[src/hdl/poly_derivative_eval_core_defines.svh]
`ifndef POLY_DERIVATIVE_EVAL_CORE_DEFINES_SVH
`define POLY_DERIVATIVE_EVAL_CORE_DEFINES_SVH

// same-cycle implication, sampled on clk, off while rst_n is low
`define PDE_ASSERT_NOW(name, ante, cons, msg) \
    name: assert property (@(posedge clk) disable iff (!rst_n) (ante) |-> (cons)) \
        else $error(msg);

// next-cycle implication, sampled on clk, off while rst_n is low
`define PDE_ASSERT_NEXT(name, ante, cons, msg) \
    name: assert property (@(posedge clk) disable iff (!rst_n) (ante) |=> (cons)) \
        else $error(msg);

`endif

[src/hdl/pde_pkg.sv]
`timescale 1ns / 1ps

package pde_pkg;

    localparam int DATA_W = 32;
    localparam int EVAL_W = 16;

    // queue entry: coefficient, kind and last flag around the exponent field
    localparam int ENTRY_FIXED_W = DATA_W + 2;

    typedef enum logic {
        TERM_SKIP,
        TERM_POWER
    } term_kind_t;

    typedef struct packed {
        logic busy;
        logic acc_stage;
    } back_status_t;

endpackage

[src/hdl/pde_if.sv]
`timescale 1ns / 1ps

interface pde_term_if #(
    parameter int EXP_BITS = 6
);
    logic                             valid;
    logic                             ready;
    logic signed [pde_pkg::DATA_W-1:0] coefficient;
    logic [EXP_BITS-1:0]              exponent;
    logic                             last_term;

    modport source (output valid, coefficient, exponent, last_term, input ready);
    modport sink   (input valid, coefficient, exponent, last_term, output ready);
endinterface

interface pde_result_if;
    logic                             valid;
    logic                             ready;
    logic signed [pde_pkg::DATA_W-1:0] derivative_value;

    modport source (output valid, derivative_value, input ready);
    modport sink   (input valid, derivative_value, output ready);
endinterface

[src/hdl/pde_front.sv]
`timescale 1ns / 1ps

module pde_front #(
    parameter int EXP_BITS = 6
) (
    pde_term_if.sink                                        term,
    input  logic                                            q_ready,
    output logic                                            push,
    output logic [pde_pkg::ENTRY_FIXED_W+EXP_BITS-1:0]      push_data
);

    typedef struct packed {
        logic [pde_pkg::DATA_W-1:0] coef;
        logic [EXP_BITS-1:0]        exp_m1;
        pde_pkg::term_kind_t        kind;
        logic                       last;
    } entry_t;

    entry_t entry;

    always_comb
    begin
        entry.coef   = term.coefficient;
        entry.exp_m1 = term.exponent - EXP_BITS'(1);
        entry.kind   = (term.exponent == '0) ? pde_pkg::TERM_SKIP : pde_pkg::TERM_POWER;
        entry.last   = term.last_term;
    end

    assign term.ready = q_ready;
    assign push       = term.valid && q_ready;
    assign push_data  = entry;

endmodule

[src/hdl/pde_queue.sv]
`timescale 1ns / 1ps

module pde_queue #(
    parameter int WIDTH = 40,
    parameter int DEPTH = 2
) (
    input  logic             clk,
    input  logic             rst_n,
    input  logic             push,
    input  logic [WIDTH-1:0] push_data,
    output logic             q_ready,
    input  logic             pop,
    output logic             q_valid,
    output logic [WIDTH-1:0] q_data
);

    localparam int PTR_W = (DEPTH > 1) ? $clog2(DEPTH) : 1;
    localparam int CNT_W = $clog2(DEPTH + 1);

    logic [WIDTH-1:0] mem [DEPTH];
    logic [PTR_W-1:0] wr_ptr_reg, wr_ptr_next;
    logic [PTR_W-1:0] rd_ptr_reg, rd_ptr_next;
    logic [CNT_W-1:0] count_reg, count_next;

    function automatic logic [PTR_W-1:0] bump(input logic [PTR_W-1:0] p);
        logic [PTR_W-1:0] r;
        r = (p == PTR_W'(DEPTH - 1)) ? '0 : p + PTR_W'(1);
        return r;
    endfunction

    always_comb
    begin
        wr_ptr_next = push ? bump(wr_ptr_reg) : wr_ptr_reg;
        rd_ptr_next = pop ? bump(rd_ptr_reg) : rd_ptr_reg;
        count_next  = count_reg;
        if (push && !pop)
        begin
            count_next = count_reg + CNT_W'(1);
        end
        else if (pop && !push)
        begin
            count_next = count_reg - CNT_W'(1);
        end
    end

    always_ff @(posedge clk or negedge rst_n)
    begin
        if (!rst_n)
        begin
            wr_ptr_reg <= '0;
            rd_ptr_reg <= '0;
            count_reg  <= '0;
        end
        else
        begin
            wr_ptr_reg <= wr_ptr_next;
            rd_ptr_reg <= rd_ptr_next;
            count_reg  <= count_next;
        end
    end

    always_ff @(posedge clk)
    begin
        if (push)
        begin
            mem[wr_ptr_reg] <= push_data;
        end
    end

    assign q_ready = (count_reg != CNT_W'(DEPTH));
    assign q_valid = (count_reg != '0);
    assign q_data  = mem[rd_ptr_reg];

endmodule

[src/hdl/pde_back.sv]
`timescale 1ns / 1ps

module pde_back #(
    parameter int EXP_BITS = 6
) (
    input  logic                                        clk,
    input  logic                                        rst_n,
    input  logic [pde_pkg::EVAL_W-1:0]                  eval_point,
    input  logic                                        q_valid,
    input  logic [pde_pkg::ENTRY_FIXED_W+EXP_BITS-1:0]  q_data,
    output logic                                        pop,
    output pde_pkg::back_status_t                       status,
    pde_result_if.source                                result
);

    localparam int DW = pde_pkg::DATA_W;

    typedef struct packed {
        logic [DW-1:0]       coef;
        logic [EXP_BITS-1:0] exp_m1;
        pde_pkg::term_kind_t kind;
        logic                last;
    } entry_t;

    typedef enum logic [1:0] {
        S_IDLE,
        S_POW,
        S_MUL,
        S_ACC
    } state_t;

    state_t              state_reg, state_next;
    logic [DW-1:0]       base_reg, base_next;
    logic [DW-1:0]       acc_reg, acc_next;
    logic [EXP_BITS-1:0] e_reg, e_next;
    logic [DW-1:0]       cm_reg, cm_next;
    logic [DW-1:0]       term_reg, term_next;
    logic                last_reg, last_next;
    logic [DW-1:0]       sum_reg, sum_next;
    logic                out_valid_reg, out_valid_next;
    logic [DW-1:0]       out_data_reg, out_data_next;

    entry_t              head;
    logic [DW-1:0]       x_ext;
    logic [EXP_BITS-1:0] exp_full;
    logic [DW-1:0]       coef_exp;
    logic [DW-1:0]       mul_b;
    logic [DW-1:0]       prod_ab;
    logic [DW-1:0]       prod_bb;
    logic [DW-1:0]       sum_add;

    assign head     = entry_t'(q_data);
    assign x_ext    = {{(DW - pde_pkg::EVAL_W){eval_point[pde_pkg::EVAL_W-1]}}, eval_point};
    assign exp_full = head.exp_m1 + EXP_BITS'(1);
    assign coef_exp = head.coef * {{(DW - EXP_BITS){1'b0}}, exp_full};
    assign mul_b    = (state_reg == S_MUL) ? cm_reg : base_reg;
    assign prod_ab  = acc_reg * mul_b;
    assign prod_bb  = base_reg * base_reg;
    assign sum_add  = sum_reg + term_reg;

    always_comb
    begin
        state_next     = state_reg;
        base_next      = base_reg;
        acc_next       = acc_reg;
        e_next         = e_reg;
        cm_next        = cm_reg;
        term_next      = term_reg;
        last_next      = last_reg;
        sum_next       = sum_reg;
        out_valid_next = out_valid_reg && !result.ready;
        out_data_next  = out_data_reg;
        pop            = 1'b0;
        case (state_reg)
            S_IDLE:
            begin
                if (q_valid)
                begin
                    pop       = 1'b1;
                    last_next = head.last;
                    if (head.kind == pde_pkg::TERM_SKIP)
                    begin
                        term_next  = '0;
                        state_next = S_ACC;
                    end
                    else
                    begin
                        base_next  = x_ext;
                        acc_next   = DW'(1);
                        e_next     = head.exp_m1;
                        cm_next    = coef_exp;
                        state_next = (head.exp_m1 == '0) ? S_MUL : S_POW;
                    end
                end
            end
            S_POW:
            begin
                if (e_reg[0])
                begin
                    acc_next = prod_ab;
                end
                base_next = prod_bb;
                e_next    = e_reg >> 1;
                if ((e_reg >> 1) == '0)
                begin
                    state_next = S_MUL;
                end
            end
            S_MUL:
            begin
                term_next  = prod_ab;
                state_next = S_ACC;
            end
            S_ACC:
            begin
                if (!last_reg)
                begin
                    sum_next   = sum_add;
                    state_next = S_IDLE;
                end
                else if (!out_valid_reg || result.ready)
                begin
                    out_valid_next = 1'b1;
                    out_data_next  = sum_add;
                    sum_next       = '0;
                    state_next     = S_IDLE;
                end
            end
            default:
            begin
                state_next = S_IDLE;
            end
        endcase
    end

    always_ff @(posedge clk or negedge rst_n)
    begin
        if (!rst_n)
        begin
            state_reg     <= S_IDLE;
            base_reg      <= '0;
            acc_reg       <= '0;
            e_reg         <= '0;
            cm_reg        <= '0;
            term_reg      <= '0;
            last_reg      <= 1'b0;
            sum_reg       <= '0;
            out_valid_reg <= 1'b0;
            out_data_reg  <= '0;
        end
        else
        begin
            state_reg     <= state_next;
            base_reg      <= base_next;
            acc_reg       <= acc_next;
            e_reg         <= e_next;
            cm_reg        <= cm_next;
            term_reg      <= term_next;
            last_reg      <= last_next;
            sum_reg       <= sum_next;
            out_valid_reg <= out_valid_next;
            out_data_reg  <= out_data_next;
        end
    end

    assign status.busy      = (state_reg != S_IDLE);
    assign status.acc_stage = (state_reg == S_ACC);

    assign result.valid            = out_valid_reg;
    assign result.derivative_value = out_data_reg;

endmodule

[src/hdl/poly_derivative_eval_core.sv]
// The back end takes one queue entry at a time: a square-and-multiply loop (one exponent bit per
// cycle, squaring on its own multiplier, the other multiplier shared with the coefficient
// step), then the coefficient multiply, then accumulate, which a stalled result can hold.
// A queue (two entries by default) lets requests be taken while the back end is busy.
// Reset (rst_n low, asynchronous) clears the sum, eval point, queue and result.
`timescale 1ns / 1ps
`include "poly_derivative_eval_core_defines.svh"

module poly_derivative_eval_core #(
    parameter int EXP_BITS    = 6,
    parameter int QUEUE_DEPTH = 2
) (
    input  logic                        clk,
    input  logic                        rst_n,
    input  logic                        cfg_wen,
    input  logic [pde_pkg::EVAL_W-1:0]  cfg_wdata,
    pde_term_if.sink                    term,
    pde_result_if.source                result
);

    localparam int ENTRY_W = pde_pkg::ENTRY_FIXED_W + EXP_BITS;

    logic [pde_pkg::EVAL_W-1:0] eval_point_reg;
    logic                       push;
    logic [ENTRY_W-1:0]         push_data;
    logic                       q_ready;
    logic                       q_valid;
    logic [ENTRY_W-1:0]         q_data;
    logic                       q_pop;
    pde_pkg::back_status_t      back_st;

    always_ff @(posedge clk or negedge rst_n)
    begin
        if (!rst_n)
        begin
            eval_point_reg <= '0;
        end
        else if (cfg_wen)
        begin
            eval_point_reg <= cfg_wdata;
        end
    end

    pde_front #(
        .EXP_BITS (EXP_BITS)
    ) u_front (
        .term      (term),
        .q_ready   (q_ready),
        .push      (push),
        .push_data (push_data)
    );

    pde_queue #(
        .WIDTH (ENTRY_W),
        .DEPTH (QUEUE_DEPTH)
    ) u_queue (
        .clk       (clk),
        .rst_n     (rst_n),
        .push      (push),
        .push_data (push_data),
        .q_ready   (q_ready),
        .pop       (q_pop),
        .q_valid   (q_valid),
        .q_data    (q_data)
    );

    pde_back #(
        .EXP_BITS (EXP_BITS)
    ) u_back (
        .clk        (clk),
        .rst_n      (rst_n),
        .eval_point (eval_point_reg),
        .q_valid    (q_valid),
        .q_data     (q_data),
        .pop        (q_pop),
        .status     (back_st),
        .result     (result)
    );

    `PDE_ASSERT_NOW(a_pop_needs_entry, q_pop, q_valid, "pop from empty queue")
    `PDE_ASSERT_NOW(a_full_idle_drains, !term.ready && !back_st.busy, q_pop, "idle back end left queue full")
    `PDE_ASSERT_NOW(a_result_from_acc, $rose(result.valid), $past(back_st.acc_stage), "result raised outside accumulate")

endmodule

[src/flat_wrapper.sv]
// flat-port wrapper written by rule: the top's interface ports become plain ports
module poly_derivative_eval_core_flat 
#(
    parameter int EXP_BITS    = 6,
    parameter int QUEUE_DEPTH = 2
)
  (clk, rst_n, cfg_wen, cfg_wdata, term_valid, term_coefficient, term_exponent, term_last_term, term_ready, result_valid, result_derivative_value, result_ready);
  pde_term_if #(.EXP_BITS(EXP_BITS)) term_i ();
  pde_result_if result_i ();
  input  logic clk;
  input  logic rst_n;
  input  logic cfg_wen;
  input  logic [pde_pkg::EVAL_W-1:0] cfg_wdata;
  input wire logic [$bits(term_i.valid)-1:0] term_valid;
  input wire logic [$bits(term_i.coefficient)-1:0] term_coefficient;
  input wire logic [$bits(term_i.exponent)-1:0] term_exponent;
  input wire logic [$bits(term_i.last_term)-1:0] term_last_term;
  output wire logic [$bits(term_i.ready)-1:0] term_ready;
  output wire logic [$bits(result_i.valid)-1:0] result_valid;
  output wire logic [$bits(result_i.derivative_value)-1:0] result_derivative_value;
  input wire logic [$bits(result_i.ready)-1:0] result_ready;
  assign term_i.valid = term_valid;
  assign term_i.coefficient = term_coefficient;
  assign term_i.exponent = term_exponent;
  assign term_i.last_term = term_last_term;
  assign term_ready = term_i.ready;
  assign result_valid = result_i.valid;
  assign result_derivative_value = result_i.derivative_value;
  assign result_i.ready = result_ready;
  poly_derivative_eval_core #(.EXP_BITS(EXP_BITS), .QUEUE_DEPTH(QUEUE_DEPTH)) u_core (.clk(clk), .rst_n(rst_n), .cfg_wen(cfg_wen), .cfg_wdata(cfg_wdata), .term(term_i), .result(result_i));
endmodule
[config.mk]
export PLATFORM = sky130hd
export DESIGN_NAME = poly_derivative_eval_core_flat
export DESIGN_NICKNAME = d
export VERILOG_FILES = /design/src/hdl/pde_pkg.sv /design/src/hdl/pde_if.sv /design/src/hdl/pde_front.sv /design/src/hdl/pde_queue.sv /design/src/hdl/pde_back.sv /design/src/hdl/poly_derivative_eval_core.sv /design/src/flat_wrapper.sv
export VERILOG_INCLUDE_DIRS = /design/src /design/src/hdl
export SDC_FILE = /design/constraint.sdc
export NUM_CORES = 2
export LEC_CHECK = 0
export BUFFER_PORTS_ARGS = -buffer_cell sky130_fd_sc_hd__buf_2
export CAP_MARGIN = 15
export CORE_MARGIN = 2
export CORE_UTILIZATION = 62
export DETAILED_ROUTE_END_ITERATION = 8
export GPL_ROUTABILITY_DRIVEN = 0
export PLACE_DENSITY = 0.79
export SYNTH_ARGS = -nofsm -noshare
export SYNTH_HDL_FRONTEND = slang
export SYNTH_SLANG_ARGS = --single-unit
[constraint.sdc]
create_clock -name clk -period 23.1 [get_ports clk]
set_input_delay 0 -clock clk [delete_from_list [all_inputs] [get_ports clk]]
set_output_delay 0 -clock clk [all_outputs]
set_load 0.01 [all_outputs]
==> flow_metrics.env <==
export IMPL_outcome="finished clean"
export IMPL_finalCriticalPeriod_ns=9.113
export IMPL_route_met3_wl_mm=10.12
export IMPL_syn_area_sq_um=46690
export IMPL_synth_edff_count=80
export IMPL_synth_avg_cell_area_sq_um=9.654
export IMPL_crit_path_start_kind="register"
export IMPL_grt_max_degree=115
export IMPL_cp_required_ns=23.64
export IMPL_dpl_hpwl_mm=87.32
export IMPL_mappedNetlistNets=6100
export IMPL_drc_errors=0
export IMPL_grt_usage_pct=31.50
export IMPL_clkSinkCount=302
export IMPL_core_area_sq_um=74450
export IMPL_htree_levels=1
export IMPL_portBuffers=93
export IMPL_first_pass_iters=7
export IMPL_max_freq_ghz=0.1097
export IMPL_finalNetCount=6151
export IMPL_setup_violations=0
export IMPL_met1_length_mm=46.27
export IMPL_cts_root_buf="clkbuf_16"
export IMPL_synthFlopType="dfrtp_1"
export IMPL_ys_types=67
export IMPL_die_height_um=278.4
export IMPL_synthCells=4836
export IMPL_vias=33690
export IMPL_yosys_warnings=0
export IMPL_initial_core_util_pct=62.71
export IMPL_drv_slew=0
export IMPL_vias_per_cell=5.727
export IMPL_drv_cap=0
export IMPL_maxUsedRoutingLayer="met5"
export IMPL_path_max_fanout=26
export IMPL_endpoint_kind="register"
export IMPL_yosysSeqAreaShare_pct=17.04
export IMPL_wl_per_cell_um=19.84
export IMPL_hp_class="primary input to async pin"
export IMPL_largest_reg_flops=80
export IMPL_path_clk_slew_ns=0.07
export IMPL_pre_cts_ws_ns=14.20
export IMPL_period_share_pct=39.45
export IMPL_initialDrtViolationCount=2497
export IMPL_ys_async_sr_fraction_pct=73.51
export IMPL_postRouteAntennaNets=0
export IMPL_grt_pass1_wl_mm=193.4
export IMPL_postCtsSetupRepairBufs=0
export IMPL_fin_ws_ns=13.99
export IMPL_yosys_register_bits=302
export IMPL_clockBufferDepth=3
export IMPL_num_rows=100
export IMPL_antenna_found_initial=4
export IMPL_routed_wl_mm=116.7
export IMPL_clock_latency_ns=0.64
export IMPL_syn_to_final_growth_pct=7.110
export IMPL_finalClockSkew_ns=0.04819
export IMPL_yosys_area_top_type="fa_1"
export IMPL_die_area_sq_um=77510
export IMPL_die_w_um=278.4
export IMPL_cts_buffers=31
export IMPL_top_register="u_core.u_queue.mem"
export IMPL_ios=94
export IMPL_path_class="register to register"
export IMPL_grt_overflow_total=0
export IMPL_hold_violations=0
export IMPL_grt_pass1_vias=36850
export IMPL_synthTopCellsByArea="fa_1 (38%), dfrtp_1 (12%), ha_1 (8.5%)"
export IMPL_final_util_pct=67.17
export IMPL_yosysTopAreaCellShare_pct=37.99
export IMPL_tns_ns=0
export IMPL_slew_headroom_pct=18.74
export IMPL_rsz0062_at_grt="false"
export IMPL_arrival_ns=9.65
export IMPL_worst_pin_slew_ns=1.219
export IMPL_wl_met2_mm=55.56
export IMPL_drive_gt1_share_pct=6.169
export IMPL_cts_tree="built"
## worst max-delay path: stages, from the launching register on
cell and delay (ns):
dfrtp_1 0.97, inv_1 0.30, o21ai_2 1.00, and2_1 0.27, fa_1 0.44, fa_1 0.49
fa_1 0.52, inv_1 0.05, fa_1 0.48, inv_1 0.05, fa_1 0.51, inv_1 0.06
fa_1 0.53, inv_1 0.05, fa_1 0.51, fa_1 0.43, ha_1 0.38, a21o_1 0.16
nor4_1 0.05, a31o_2 0.28, o31a_1 0.33, o21ai_1 0.31, nand4_1 0.17, o311ai_0 0.46
a22o_1 0.20
## layer usage
layer,up-vias,global-route usage [%]
li1,14820,-
met1,17080,42.38
met2,1486,52.10
met3,307,4.953
met4,4,11.60
met5,-,0
## cell usage in the layout, fill, tap and decap left out, types with 4 or more instances in the layout
cell type,netlist,routed
inv_1,960,960
fa_1,886,886
nand2_1,712,712
and2_1,430,430
ha_1,318,316
dfrtp_1,222,221
xnor2_1,141,138
o21ai_0,132,129
a21oi_1,113,112
buf_2,5,92
nor2_1,86,85
edfxtp_1,80,80
dlygate4sd3_1,0,76
mux2_2,74,74
a22o_1,70,70
a21o_1,63,63
xor2_1,61,60
buf_4,1,53
clkbuf_16,0,33
nor2b_1,31,31
mux2i_1,28,27
nand3_1,25,25
nor3_1,22,22
o21bai_1,21,21
nand2b_1,19,19
o21a_1,19,19
o211ai_1,13,13
and3_1,12,11
a31oi_1,9,9
a211oi_1,9,9
o21ai_1,8,8
o31ai_1,7,7
nand4_1,6,6
or3_1,6,6
bufinv_16,0,6
inv_6,0,6
o21ai_2,1,4
## final timing paths
check	startpoint	to	slack [ns]	depth (start not counted)
max	u_core.u_back.base_reg[7]	u_core.u_back.term_reg[29]	13.99	24
min	rst_n	u_core.u_back.result.derivative_value[19]	0.05	2
max reg2reg	u_core.u_back.base_reg[7]	u_core.u_back.term_reg[29]	13.99	24
min reg2reg	u_core.u_back.cm_reg[1]	u_core.u_back.cm_reg[1]	0.47	2
max in group asynchronous	rst_n	u_core.u_back.base_reg[21]	21.02	4
min in group clk	term_coefficient[0]	u_core.u_queue.mem[1][8]	0.10	2
## layout make-up
type / count / area (sq um)
diodes: 2 / 5.005
clock buffers: 33 / 825.8
clock inverters: 25 / 339.1
fillers: 5545 / 24440
inverters: 961 / 3607
multi-input cells: 3368 / 34400
flip-flops and latches: 302 / 7959
well taps: 969 / 1212
repair buffers: 223 / 1654
## timing repair
action,CTS,global route
resized for setup,0,0
hold buffers,76,0
hold endpoints to repair,213,0
endpoints found under the setup margin,0,0
## through the flow
stage,hold slack (ns),cells,cell area [sq um]
final,0.05276,5883,50010
after global routing,0.1070,5882,50000
after detailed placement,0.1305,5746,48050
after CTS,0.04315,5880,49980
after floorplan,-0.2956,4836,46690
after global placement,0.1333,5746,48050
## Yosys cell counts, drive strengths merged (3+ instances only)
cell type	instances
nand3	26
or3	6
o31a	4
o21ai	141
o21a	19
inv	960
o21bai	21
edfxtp	80
and3	13
mux2i	28
a21o	63
xor2	61
nor3	22
nor2	86
a21oi	113
a31oi	10
o41ai	3
buf	15
ha	318
a211oi	9
and2	430
nand2	712
xnor2	141
nand4	6
o31ai	7
dfrtp	222
a21boi	4
mux2	74
and4	3
fa	886
o22ai	3
nor2b	31
clkbuf	190
o211ai	13
nand3b	3
nand2b	19
a22o	70
## cell families (layout without fill, tap and decap cells)
group | after synthesis | in the layout | synth area share, %
simple gates | 1363 | 1363 | 13.94
fa+ha+maj | 1204 | 1204 | 46.51
buf+inv | 1166 | 1242 | 9.399
compound gates | 497 | 497 | 6.923
flops | 302 | 302 | 17.04
xor+xnor | 202 | 202 | 3.790
mux | 102 | 102 | 2.385
other cells | 0 | 2 | 0
Power is not shown: default switching activity piles up to over one toggle a cycle in this logic, so the estimate is an artifact.
